[config.mk]
export PLATFORM = sky130hd
export DESIGN_NAME = periodic_task_edf_rms_scheduler_top_flat
export DESIGN_NICKNAME = d
export VERILOG_FILES = /design/src/rtl/core/ptsched_pkg.sv /design/src/rtl/core/ptsched_req_if.sv /design/src/rtl/core/ptsched_rsp_if.sv /design/src/rtl/core/ptsched_csr_if.sv /design/src/rtl/core/ptsched_ram.sv /design/src/rtl/core/periodic_task_edf_rms_scheduler_top.sv /design/src/flat_wrapper.sv
export VERILOG_INCLUDE_DIRS = /design/src /design/src/rtl/core
export SDC_FILE = /design/constraint.sdc
export NUM_CORES = 1
export LEC_CHECK = 0
export BUFFER_PORTS_ARGS = -buffer_cell sky130_fd_sc_hd__buf_2
export CAP_MARGIN = 20
export CORE_MARGIN = 2
export CORE_UTILIZATION = 51
export CTS_CLUSTER_SIZE = 20
export DETAILED_ROUTE_END_ITERATION = 8
export GPL_ROUTABILITY_DRIVEN = 1
export PLACE_DENSITY_LB_ADDON = 0.05
export REMOVE_ABC_BUFFERS = 1
export SLEW_MARGIN = 40
export SYNTH_ARGS = -nofsm -noshare
export SYNTH_HDL_FRONTEND = slang
export SYNTH_SLANG_ARGS = --single-unit
[constraint.sdc]
create_clock -name clock -period 14.1 [get_ports clock]
set_clock_uncertainty 0.1 [all_clocks]
set_input_delay 2.82 -clock clock [delete_from_list [all_inputs] [get_ports clock]]
set_output_delay 2.82 -clock clock [all_outputs]
set_load 0.02 [all_outputs]
[src/rtl/core/periodic_task_edf_rms_scheduler_top_macros.svh]
// assertion helpers shared by the scheduler rtl
`ifndef PERIODIC_TASK_EDF_RMS_SCHEDULER_TOP_MACROS_SVH
`define PERIODIC_TASK_EDF_RMS_SCHEDULER_TOP_MACROS_SVH

// same-cycle implication
`define PTS_ASSERT_NOW(lbl, clk, rst, ante, cons, msg) \
   lbl: assert property (@(posedge clk) disable iff (rst) (ante) |-> (cons)) \
      else $error(msg);

// next-cycle implication
`define PTS_ASSERT_NEXT(lbl, clk, rst, ante, cons, msg) \
   lbl: assert property (@(posedge clk) disable iff (rst) (ante) |=> (cons)) \
      else $error(msg);

`endif

[src/rtl/core/ptsched_pkg.sv]
package ptsched_pkg;

   localparam int MODE_BITS      = 1;
   localparam int INDEX_BITS     = 3;
   localparam int FIELD_BITS     = 12;
   localparam int JOB_BITS       = 16;
   localparam int COUNT_BITS     = 4;
   localparam int CSR_INDEX_BITS = 2;
   localparam int CSR_DATA_BITS  = 4;

   typedef logic [MODE_BITS-1:0]      mode_type;
   typedef logic [CSR_INDEX_BITS-1:0] csr_index_type;

   localparam mode_type MODE_TICK = 1'b0;
   localparam mode_type MODE_LOAD = 1'b1;

   localparam logic POLICY_EDF = 1'b0;
   localparam logic POLICY_RMS = 1'b1;

   localparam csr_index_type REG_POLICY     = 2'd0;
   localparam csr_index_type REG_TASK_COUNT = 2'd1;

   localparam logic [COUNT_BITS-1:0] TASK_COUNT_RESET = 4'd1;

endpackage

[src/rtl/core/ptsched_req_if.sv]
interface ptsched_req_if
   import ptsched_pkg::*;
();
   logic                  valid;
   logic                  ready;
   logic [MODE_BITS-1:0]  mode;
   logic [INDEX_BITS-1:0] task_index;
   logic [FIELD_BITS-1:0] compute_time;
   logic [FIELD_BITS-1:0] period;

   modport source (output valid, mode, task_index, compute_time, period, input ready);
   modport sink   (input valid, mode, task_index, compute_time, period, output ready);
endinterface

[src/rtl/core/ptsched_rsp_if.sv]
interface ptsched_rsp_if
   import ptsched_pkg::*;
();
   logic                  valid;
   logic                  ready;
   logic                  idle;
   logic [INDEX_BITS-1:0] running_task;
   logic [JOB_BITS-1:0]   job_number;
   logic                  job_done;

   modport source (output valid, idle, running_task, job_number, job_done, input ready);
   modport sink   (input valid, idle, running_task, job_number, job_done, output ready);
endinterface

[src/rtl/core/ptsched_csr_if.sv]
interface ptsched_csr_if
   import ptsched_pkg::*;
();
   logic                      valid;
   logic                      ready;
   logic [CSR_INDEX_BITS-1:0] index;
   logic [CSR_DATA_BITS-1:0]  data;

   modport source (output valid, index, data, input ready);
   modport sink   (input valid, index, data, output ready);
endinterface

[src/rtl/core/ptsched_ram.sv]
module ptsched_ram #(
   parameter int WIDTH = 8,
   parameter int DEPTH = 8
) (
   input  logic                                      clock,
   input  logic                                      we,
   input  logic [((DEPTH > 1) ? $clog2(DEPTH) : 1)-1:0] waddr,
   input  logic [WIDTH-1:0]                          wdata,
   input  logic [((DEPTH > 1) ? $clog2(DEPTH) : 1)-1:0] raddr,
   output logic [WIDTH-1:0]                          rdata
);
   logic [WIDTH-1:0] mem_ff [DEPTH];
   logic [WIDTH-1:0] rdata_ff;

   always_ff @(posedge clock) begin
      if (we) begin
         mem_ff[waddr] <= wdata;
      end
      rdata_ff <= mem_ff[raddr];
   end

   assign rdata = rdata_ff;
endmodule

[src/rtl/core/periodic_task_edf_rms_scheduler_top.sv]
// Periodic task scheduler, EDF or non-preemptive RMS. A load word writes one task entry
// and gives no response. A tick word passes over the task memory once or twice, one
// entry per cycle through its single read port: a scan over the n entries in use picks
// the task (skipped under RMS while the last task still runs), then an update pass
// counts down deadlines and retires the running job. The response sits in an output
// register, so the next word is taken while a response waits.
`include "periodic_task_edf_rms_scheduler_top_macros.svh"

module periodic_task_edf_rms_scheduler_top
   import ptsched_pkg::*;
#(
   parameter int MAX_TASKS = 8,
   parameter int TIME_BITS = 12
) (
   input logic         clock,
   input logic         reset,
   ptsched_req_if.sink req_ch,
   ptsched_rsp_if.source rsp_ch,
   ptsched_csr_if.sink csr_ch
);
   localparam int IDX_BITS  = (MAX_TASKS > 1) ? $clog2(MAX_TASKS) : 1;
   localparam int CNT_BITS  = $clog2(MAX_TASKS + 1);
   localparam int WORD_BITS = 4 * TIME_BITS + JOB_BITS;
   localparam int DL_LO     = JOB_BITS;
   localparam int CL_LO     = DL_LO + TIME_BITS;
   localparam int PER_LO    = CL_LO + TIME_BITS;
   localparam int CMP_LO    = PER_LO + TIME_BITS;

   localparam logic [1:0] S_IDLE = 2'd0;
   localparam logic [1:0] S_SCAN = 2'd1;
   localparam logic [1:0] S_UPD  = 2'd2;
   localparam logic [1:0] S_OUT  = 2'd3;

   logic [1:0]            state_ff, state_in;
   logic                  policy_ff, policy_in;
   logic [COUNT_BITS-1:0] count_ff, count_in;
   logic [MAX_TASKS-1:0]  active_ff, active_in;
   logic                  choice_valid_ff, choice_valid_in;
   logic [IDX_BITS-1:0]   last_choice_ff, last_choice_in;
   logic                  pend_ff, pend_in;
   logic                  rsp_valid_ff, rsp_valid_in;

   logic [CNT_BITS-1:0]   cnt_ff, cnt_in;
   logic [IDX_BITS-1:0]   pidx_ff, pidx_in;
   logic                  ran_ff, ran_in;
   logic [IDX_BITS-1:0]   pick_ff, pick_in;
   logic [TIME_BITS-1:0]  key_ff, key_in;
   logic [JOB_BITS-1:0]   res_job_ff, res_job_in;
   logic                  res_done_ff, res_done_in;
   logic                  rsp_idle_ff, rsp_idle_in;
   logic [INDEX_BITS-1:0] rsp_task_ff, rsp_task_in;
   logic [JOB_BITS-1:0]   rsp_job_ff, rsp_job_in;
   logic                  rsp_done_ff, rsp_done_in;

   logic                  ram_we;
   logic [IDX_BITS-1:0]   ram_waddr;
   logic [WORD_BITS-1:0]  ram_wdata;
   logic [IDX_BITS-1:0]   ram_raddr;
   logic [WORD_BITS-1:0]  ram_rdata;

   logic [CNT_BITS-1:0]   n_use;
   logic [CNT_BITS-1:0]   upd_lim;
   logic                  issue;
   logic                  held;

   ptsched_ram #(
      .WIDTH (WORD_BITS),
      .DEPTH (MAX_TASKS)
   ) u_task_ram (
      .clock (clock),
      .we    (ram_we),
      .waddr (ram_waddr),
      .wdata (ram_wdata),
      .raddr (ram_raddr),
      .rdata (ram_rdata)
   );

   always_comb begin
      if (int'(count_ff) > MAX_TASKS) begin
         n_use = CNT_BITS'(MAX_TASKS);
      end else begin
         n_use = CNT_BITS'(count_ff);
      end
      // a held rms choice beyond the count still needs its own update
      if (ran_ff && (CNT_BITS'(pick_ff) >= n_use)) begin
         upd_lim = CNT_BITS'(pick_ff) + 1'b1;
      end else begin
         upd_lim = n_use;
      end
      if (state_ff == S_SCAN) begin
         issue = cnt_ff < n_use;
      end else begin
         issue = (state_ff == S_UPD) && (cnt_ff < upd_lim);
      end
      held = (policy_ff == POLICY_RMS) && choice_valid_ff && active_ff[last_choice_ff];
   end

   assign ram_raddr    = cnt_ff[IDX_BITS-1:0];
   assign req_ch.ready = (state_ff == S_IDLE);
   assign csr_ch.ready = 1'b1;

   assign rsp_ch.valid        = rsp_valid_ff;
   assign rsp_ch.idle         = rsp_idle_ff;
   assign rsp_ch.running_task = rsp_task_ff;
   assign rsp_ch.job_number   = rsp_job_ff;
   assign rsp_ch.job_done     = rsp_done_ff;

   always_comb begin
      logic [TIME_BITS-1:0] key;
      logic [TIME_BITS-1:0] e_cmp;
      logic [TIME_BITS-1:0] e_per;
      logic [TIME_BITS-1:0] e_cl;
      logic [TIME_BITS-1:0] e_dl;
      logic [JOB_BITS-1:0]  e_job;
      logic                 e_act;

      state_in        = state_ff;
      policy_in       = policy_ff;
      count_in        = count_ff;
      active_in       = active_ff;
      choice_valid_in = choice_valid_ff;
      last_choice_in  = last_choice_ff;
      pend_in         = pend_ff;
      cnt_in          = cnt_ff;
      pidx_in         = pidx_ff;
      ran_in          = ran_ff;
      pick_in         = pick_ff;
      key_in          = key_ff;
      res_job_in      = res_job_ff;
      res_done_in     = res_done_ff;
      rsp_idle_in     = rsp_idle_ff;
      rsp_task_in     = rsp_task_ff;
      rsp_job_in      = rsp_job_ff;
      rsp_done_in     = rsp_done_ff;
      rsp_valid_in    = rsp_valid_ff && !rsp_ch.ready;
      ram_we          = 1'b0;
      ram_waddr       = pidx_ff;
      ram_wdata       = ram_rdata;

      e_cmp = ram_rdata[CMP_LO +: TIME_BITS];
      e_per = ram_rdata[PER_LO +: TIME_BITS];
      e_cl  = ram_rdata[CL_LO +: TIME_BITS];
      e_dl  = ram_rdata[DL_LO +: TIME_BITS];
      e_job = ram_rdata[JOB_BITS-1:0];
      e_act = active_ff[pidx_ff];
      key   = (policy_ff == POLICY_RMS) ? e_per : e_dl;

      if (csr_ch.valid) begin
         case (csr_ch.index)
            REG_POLICY:     policy_in = csr_ch.data[0];
            REG_TASK_COUNT: count_in  = csr_ch.data[COUNT_BITS-1:0];
            default: ;
         endcase
      end

      case (state_ff)
         S_IDLE: begin
            if (req_ch.valid) begin
               if (req_ch.mode == MODE_LOAD) begin
                  if (int'(req_ch.task_index) < MAX_TASKS) begin
                     ram_we    = 1'b1;
                     ram_waddr = IDX_BITS'(req_ch.task_index);
                     ram_wdata = {TIME_BITS'(req_ch.compute_time),
                                  TIME_BITS'(req_ch.period),
                                  TIME_BITS'(req_ch.compute_time),
                                  TIME_BITS'(req_ch.period),
                                  JOB_BITS'(1)};
                     active_in[IDX_BITS'(req_ch.task_index)] = 1'b1;
                  end
               end else begin
                  cnt_in  = '0;
                  pend_in = 1'b0;
                  if (held) begin
                     ran_in   = 1'b1;
                     pick_in  = last_choice_ff;
                     state_in = S_UPD;
                  end else begin
                     ran_in   = 1'b0;
                     pick_in  = '0;
                     state_in = S_SCAN;
                  end
               end
            end
         end
         S_SCAN: begin
            pend_in = issue;
            pidx_in = cnt_ff[IDX_BITS-1:0];
            if (issue) begin
               cnt_in = cnt_ff + 1'b1;
            end
            if (pend_ff && active_ff[pidx_ff]) begin
               if (!ran_ff || (key < key_ff)) begin
                  ran_in  = 1'b1;
                  key_in  = key;
                  pick_in = pidx_ff;
               end
            end
            if (!issue && !pend_ff) begin
               cnt_in   = '0;
               state_in = S_UPD;
            end
         end
         S_UPD: begin
            pend_in = issue;
            pidx_in = cnt_ff[IDX_BITS-1:0];
            if (issue) begin
               cnt_in = cnt_ff + 1'b1;
            end
            if (pend_ff) begin
               if (ran_ff && (pidx_ff == pick_ff)) begin
                  res_job_in = e_job;
                  if (e_cl != '0) begin
                     e_cl = e_cl - 1'b1;
                  end
                  res_done_in = (e_cl == '0);
                  if (e_cl == '0) begin
                     e_act = 1'b0;
                     e_job = e_job + 1'b1;
                  end
               end
               if (CNT_BITS'(pidx_ff) < n_use) begin
                  e_dl = e_dl - 1'b1;
                  if (e_dl == '0) begin
                     e_dl  = e_per;
                     e_cl  = e_cmp;
                     e_act = 1'b1;
                  end
               end
               ram_we             = 1'b1;
               ram_waddr          = pidx_ff;
               ram_wdata          = {e_cmp, e_per, e_cl, e_dl, e_job};
               active_in[pidx_ff] = e_act;
            end
            if (!issue && !pend_ff) begin
               state_in = S_OUT;
            end
         end
         S_OUT: begin
            if (!rsp_valid_ff || rsp_ch.ready) begin
               rsp_valid_in    = 1'b1;
               rsp_idle_in     = !ran_ff;
               rsp_task_in     = ran_ff ? INDEX_BITS'(pick_ff) : '0;
               rsp_job_in      = ran_ff ? res_job_ff : '0;
               rsp_done_in     = ran_ff && res_done_ff;
               choice_valid_in = ran_ff;
               last_choice_in  = ran_ff ? pick_ff : '0;
               state_in        = S_IDLE;
            end
         end
         default: begin
            state_in = S_IDLE;
         end
      endcase
   end

   always_ff @(posedge clock) begin
      if (reset) begin
         state_ff        <= S_IDLE;
         policy_ff       <= POLICY_EDF;
         count_ff        <= TASK_COUNT_RESET;
         active_ff       <= '0;
         choice_valid_ff <= 1'b0;
         last_choice_ff  <= '0;
         pend_ff         <= 1'b0;
         rsp_valid_ff    <= 1'b0;
      end else begin
         state_ff        <= state_in;
         policy_ff       <= policy_in;
         count_ff        <= count_in;
         active_ff       <= active_in;
         choice_valid_ff <= choice_valid_in;
         last_choice_ff  <= last_choice_in;
         pend_ff         <= pend_in;
         rsp_valid_ff    <= rsp_valid_in;
      end
   end

   always_ff @(posedge clock) begin
      cnt_ff      <= cnt_in;
      pidx_ff     <= pidx_in;
      ran_ff      <= ran_in;
      pick_ff     <= pick_in;
      key_ff      <= key_in;
      res_job_ff  <= res_job_in;
      res_done_ff <= res_done_in;
      rsp_idle_ff <= rsp_idle_in;
      rsp_task_ff <= rsp_task_in;
      rsp_job_ff  <= rsp_job_in;
      rsp_done_ff <= rsp_done_in;
   end

   `PTS_ASSERT_NOW(a_no_write_in_scan, clock, reset, state_ff == S_SCAN, !ram_we, "task memory written during scan")
   `PTS_ASSERT_NOW(a_idle_word_clean, clock, reset, rsp_valid_ff && rsp_idle_ff, rsp_task_ff == '0 && rsp_job_ff == '0 && !rsp_done_ff, "idle response carries task data")
   `PTS_ASSERT_NEXT(a_out_to_idle, clock, reset, state_ff == S_OUT && (!rsp_valid_ff || rsp_ch.ready), state_ff == S_IDLE && rsp_valid_ff, "response not loaded on exit")
   `PTS_ASSERT_NOW(a_no_read_pending, clock, reset, state_ff == S_IDLE || state_ff == S_OUT, !pend_ff, "memory read pending outside a pass")

endmodule

[src/flat_wrapper.sv]
// flat-port wrapper written by rule: the top's interface ports become plain ports
module periodic_task_edf_rms_scheduler_top_flat import ptsched_pkg::*;
#(
   parameter int MAX_TASKS = 8,
   parameter int TIME_BITS = 12
)
  (clock, reset, req_ch_valid, req_ch_mode, req_ch_task_index, req_ch_compute_time, req_ch_period, req_ch_ready, rsp_ch_valid, rsp_ch_idle, rsp_ch_running_task, rsp_ch_job_number, rsp_ch_job_done, rsp_ch_ready, csr_ch_valid, csr_ch_index, csr_ch_data, csr_ch_ready);
  ptsched_req_if req_ch_i ();
  ptsched_rsp_if rsp_ch_i ();
  ptsched_csr_if csr_ch_i ();
  input logic clock;
  input logic reset;
  input wire logic [$bits(req_ch_i.valid)-1:0] req_ch_valid;
  input wire logic [$bits(req_ch_i.mode)-1:0] req_ch_mode;
  input wire logic [$bits(req_ch_i.task_index)-1:0] req_ch_task_index;
  input wire logic [$bits(req_ch_i.compute_time)-1:0] req_ch_compute_time;
  input wire logic [$bits(req_ch_i.period)-1:0] req_ch_period;
  output wire logic [$bits(req_ch_i.ready)-1:0] req_ch_ready;
  output wire logic [$bits(rsp_ch_i.valid)-1:0] rsp_ch_valid;
  output wire logic [$bits(rsp_ch_i.idle)-1:0] rsp_ch_idle;
  output wire logic [$bits(rsp_ch_i.running_task)-1:0] rsp_ch_running_task;
  output wire logic [$bits(rsp_ch_i.job_number)-1:0] rsp_ch_job_number;
  output wire logic [$bits(rsp_ch_i.job_done)-1:0] rsp_ch_job_done;
  input wire logic [$bits(rsp_ch_i.ready)-1:0] rsp_ch_ready;
  input wire logic [$bits(csr_ch_i.valid)-1:0] csr_ch_valid;
  input wire logic [$bits(csr_ch_i.index)-1:0] csr_ch_index;
  input wire logic [$bits(csr_ch_i.data)-1:0] csr_ch_data;
  output wire logic [$bits(csr_ch_i.ready)-1:0] csr_ch_ready;
  assign req_ch_i.valid = req_ch_valid;
  assign req_ch_i.mode = req_ch_mode;
  assign req_ch_i.task_index = req_ch_task_index;
  assign req_ch_i.compute_time = req_ch_compute_time;
  assign req_ch_i.period = req_ch_period;
  assign req_ch_ready = req_ch_i.ready;
  assign rsp_ch_valid = rsp_ch_i.valid;
  assign rsp_ch_idle = rsp_ch_i.idle;
  assign rsp_ch_running_task = rsp_ch_i.running_task;
  assign rsp_ch_job_number = rsp_ch_i.job_number;
  assign rsp_ch_job_done = rsp_ch_i.job_done;
  assign rsp_ch_i.ready = rsp_ch_ready;
  assign csr_ch_i.valid = csr_ch_valid;
  assign csr_ch_i.index = csr_ch_index;
  assign csr_ch_i.data = csr_ch_data;
  assign csr_ch_ready = csr_ch_i.ready;
  periodic_task_edf_rms_scheduler_top #(.MAX_TASKS(MAX_TASKS), .TIME_BITS(TIME_BITS)) u_core (.clock(clock), .reset(reset), .req_ch(req_ch_i), .rsp_ch(rsp_ch_i), .csr_ch(csr_ch_i));
endmodule
==> results.txt <==
Post-route DRC - 0
Critical Path AT - 5.61 ns
Power Total - 6.189 mW
Tcrit/Tclk final - 38.89%
Worst Tran Pin Value - 0.8685 ns
Post-Syn Instances - 1751
Post-cts resize count - 0
Die area - 55220 sq um
Count of cell types in the netlist - 66
Slew Viols, Final - 0
Outcome - completed
Most frequent CP cell - buf_4
Wire per inst - 24.74 um
Die Wd - 235.0 um
Fin nets - 1886
Asr flop ratio synth - 0%
CTS max path bufs - 3
Post-route antenna net violation count - 0
Netlist Area Pre-Place - 27210 sq um
Row count - 84
Sink Count - 658
Grt ovf - 0
Slew headroom - 42.10%
Worst Slack Setup Final - 8.617 ns
I/O pin count - 63
Crit-path cells - buf_2 -> and3_2 -> buf_4 -> a21oi_2 -> buf_4 -> a21o_1 -> a22oi_1 -> o21ai_0
Worst-path clk slew - 0.06 ns
RSZ-0062 raised after global routing - no
Vias - 15550
Starting Density - 51.68%
CP max stage cell - and3_2
Max-Cap Viols - 0
Hold Crit Class - flop to flop
Layout area overhead - 12.91%
Setup bufs post-CTS - 0
Final setup viols - 0
Number of flops mapped to enable cells by yosys - 573
Die height - 235.0 um
CTS tree - yes
Vias in the first global route - 15620
Via-per-instance ratio - 6.079
Finished Core Util - 58.36%
Syn_area_per_cell - 15.54 sq um
Sequential share of the synthesized area - 69.48%
Worst vdd ir - 0.1125 mV
Flops & latches, synth - 658
Gp weighted congestion - 0.8297
Max incr delay on CP - 0.61 ns
Synthesis Warnings - 0
Root buf cell - clkbuf_16
Setup CP Type - input pin to flop
CTS Hold Buffers Added - 0
Max FO, Critical Path - 31
Area post-placement - 28340 sq um
Largest net degree at the start of global routing - 91
Initial DRT Pass Iterations - 5
Number of antenna violations at the first check in global routing - 0
Post-DP HPWL - 35.63 mm
Final hold vios - 0
Port Buffer Count - 61
WL final - 63.30 mm
Critical path launch point type - input pin
Fin cells - 2558
Ratio of cells with drive above 1 in the final layout - 19.89%
CTS H-tree lvls - 3
Post-route minimum period - 5.483 ns
Fin area - 30730 sq um
Total negative setup slack - 0 ns
Num CTS Buffers - 71
Clk Latency, worst-skew pair - 0.61 ns
CP Capture Type - flop
Final hold slack - 0.4035 ns
DP Worst Slack - 8.043 ns
Iteration-0 DRC Markers - 1412
Cell area power density - 201.4 nW/um^2
Core area - 52660 sq um
GRT Overall Usage - 23.13%
CP Data Required Time - 14.23 ns
Placed cells - 2428
Ys flop type - edfxtp_1
Leakage - 10.47 nW
First-pass GRT wire length - 96.55 mm
Fmax - 182.4 MHz
# diodes - 0
[cell usage in the layout, fill, tap and decap left out, types with 23 or more instances in the layout]
master / Yosys / layout
clkbuf_16: 0 / 74
ha_1: 32 / 32
dfxtp_1: 85 / 85
a22o_1: 24 / 24
nor2_1: 58 / 50
inv_1: 39 / 37
mux4_2: 132 / 132
buf_2: 6 / 61
a21oi_1: 42 / 37
o21ai_0: 60 / 48
nand2_1: 279 / 279
nor3_1: 23 / 23
edfxtp_1: 573 / 573
[final timing paths]
check | cells past startpoint | slack [ns] | end | from
max | 8 | 8.62 | u_core.u_task_ram.mem_ff[2][28] | req_ch_mode
min | 2 | 0.40 | u_core.choice_valid_ff | u_core.choice_valid_ff
max reg2reg | 9 | 9.57 | u_core.u_task_ram.mem_ff[2][1] | u_core.u_task_ram.rdata[28]
min reg2reg | 2 | 0.40 | u_core.choice_valid_ff | u_core.choice_valid_ff
[area by class of cell]
| type | count | area (sq um) |
|---|---|---|
| clock buffer | 98 | 2032 |
| clock inverter | 30 | 297.8 |
| fill | 4032 | 21930 |
| inverter | 40 | 150.1 |
| multi-input combinational | 956 | 7890 |
| sequential | 658 | 18910 |
| tap | 688 | 860.8 |
| timing repair buffer | 88 | 589.3 |
[state kept, by name (all words and copies together), names as in the netlist, 4 cells and up]
name / cells
u_core.u_task_ram.rdata: 64
u_core.key_ff: 12
u_core.rsp_ch.job_number: 16
u_core.active_ff: 8
u_core.cnt_ff: 4
u_core.res_job_ff: 16
u_core.count_ff: 4
u_core.u_task_ram.mem_ff: 512
[critical path, delay by kind of cell]
family | cells | cell delay [ns]
compound gates | 4 | 1.20
buf+inv | 3 | 0.92
simple gates | 1 | 0.61
[cell families (layout without fill, tap and decap cells)]
family,after synthesis,after routing,share of synthesized area [%]
buffers and inverters,137,256,1.931
multiplexers,161,161,12.05
XOR/XNOR,19,19,0.6115
adder cells (fa/ha/maj),32,32,1.471
AO/OA/AOI/OAI,235,235,5.766
flip-flops,658,658,69.48
other,1,1,0.01378
AND/OR/NAND/NOR,508,508,8.676
[layer usage]
metal	wire (um)	track usage (%)	part of all wire (%)
met1	28620	33.41	45
met2	29770	36.24	47
met4	1385	6.636	2.2
met3	3524	4.312	5.6
met5	0	0	0
[report_power, final]
| group | total [mW] | leakage [nW] | internal, mW | switching (mW) |
|---|---|---|---|---|
| Combinational | 1.53 | 3.41 | 0.592 | 0.938 |
| Clock | 1.85 | 1.13 | 1.10 | 0.747 |
| Sequential | 2.81 | 5.92 | 2.58 | 0.229 |
[cell usage after synthesis (17+ instances only)]
cell        n  share of area, %
ha_1       32               1.5
a21oi_1    42              0.77
nand3_1    17              0.31
nand2_1   279               3.8
nor2_1     58              0.80
inv_1      39              0.54
dfxtp_1    85               6.3
edfxtp_1  573                63
nand4_1    17              0.39
clkbuf_1   67              0.92
and2_1     22              0.51
o21ai_0    60               1.1
buf_1      23              0.32
a22o_1     24              0.77
mux4_2    132                11
nor3_1     23              0.42
Note: power is estimated with default switching activity, not from simulation.
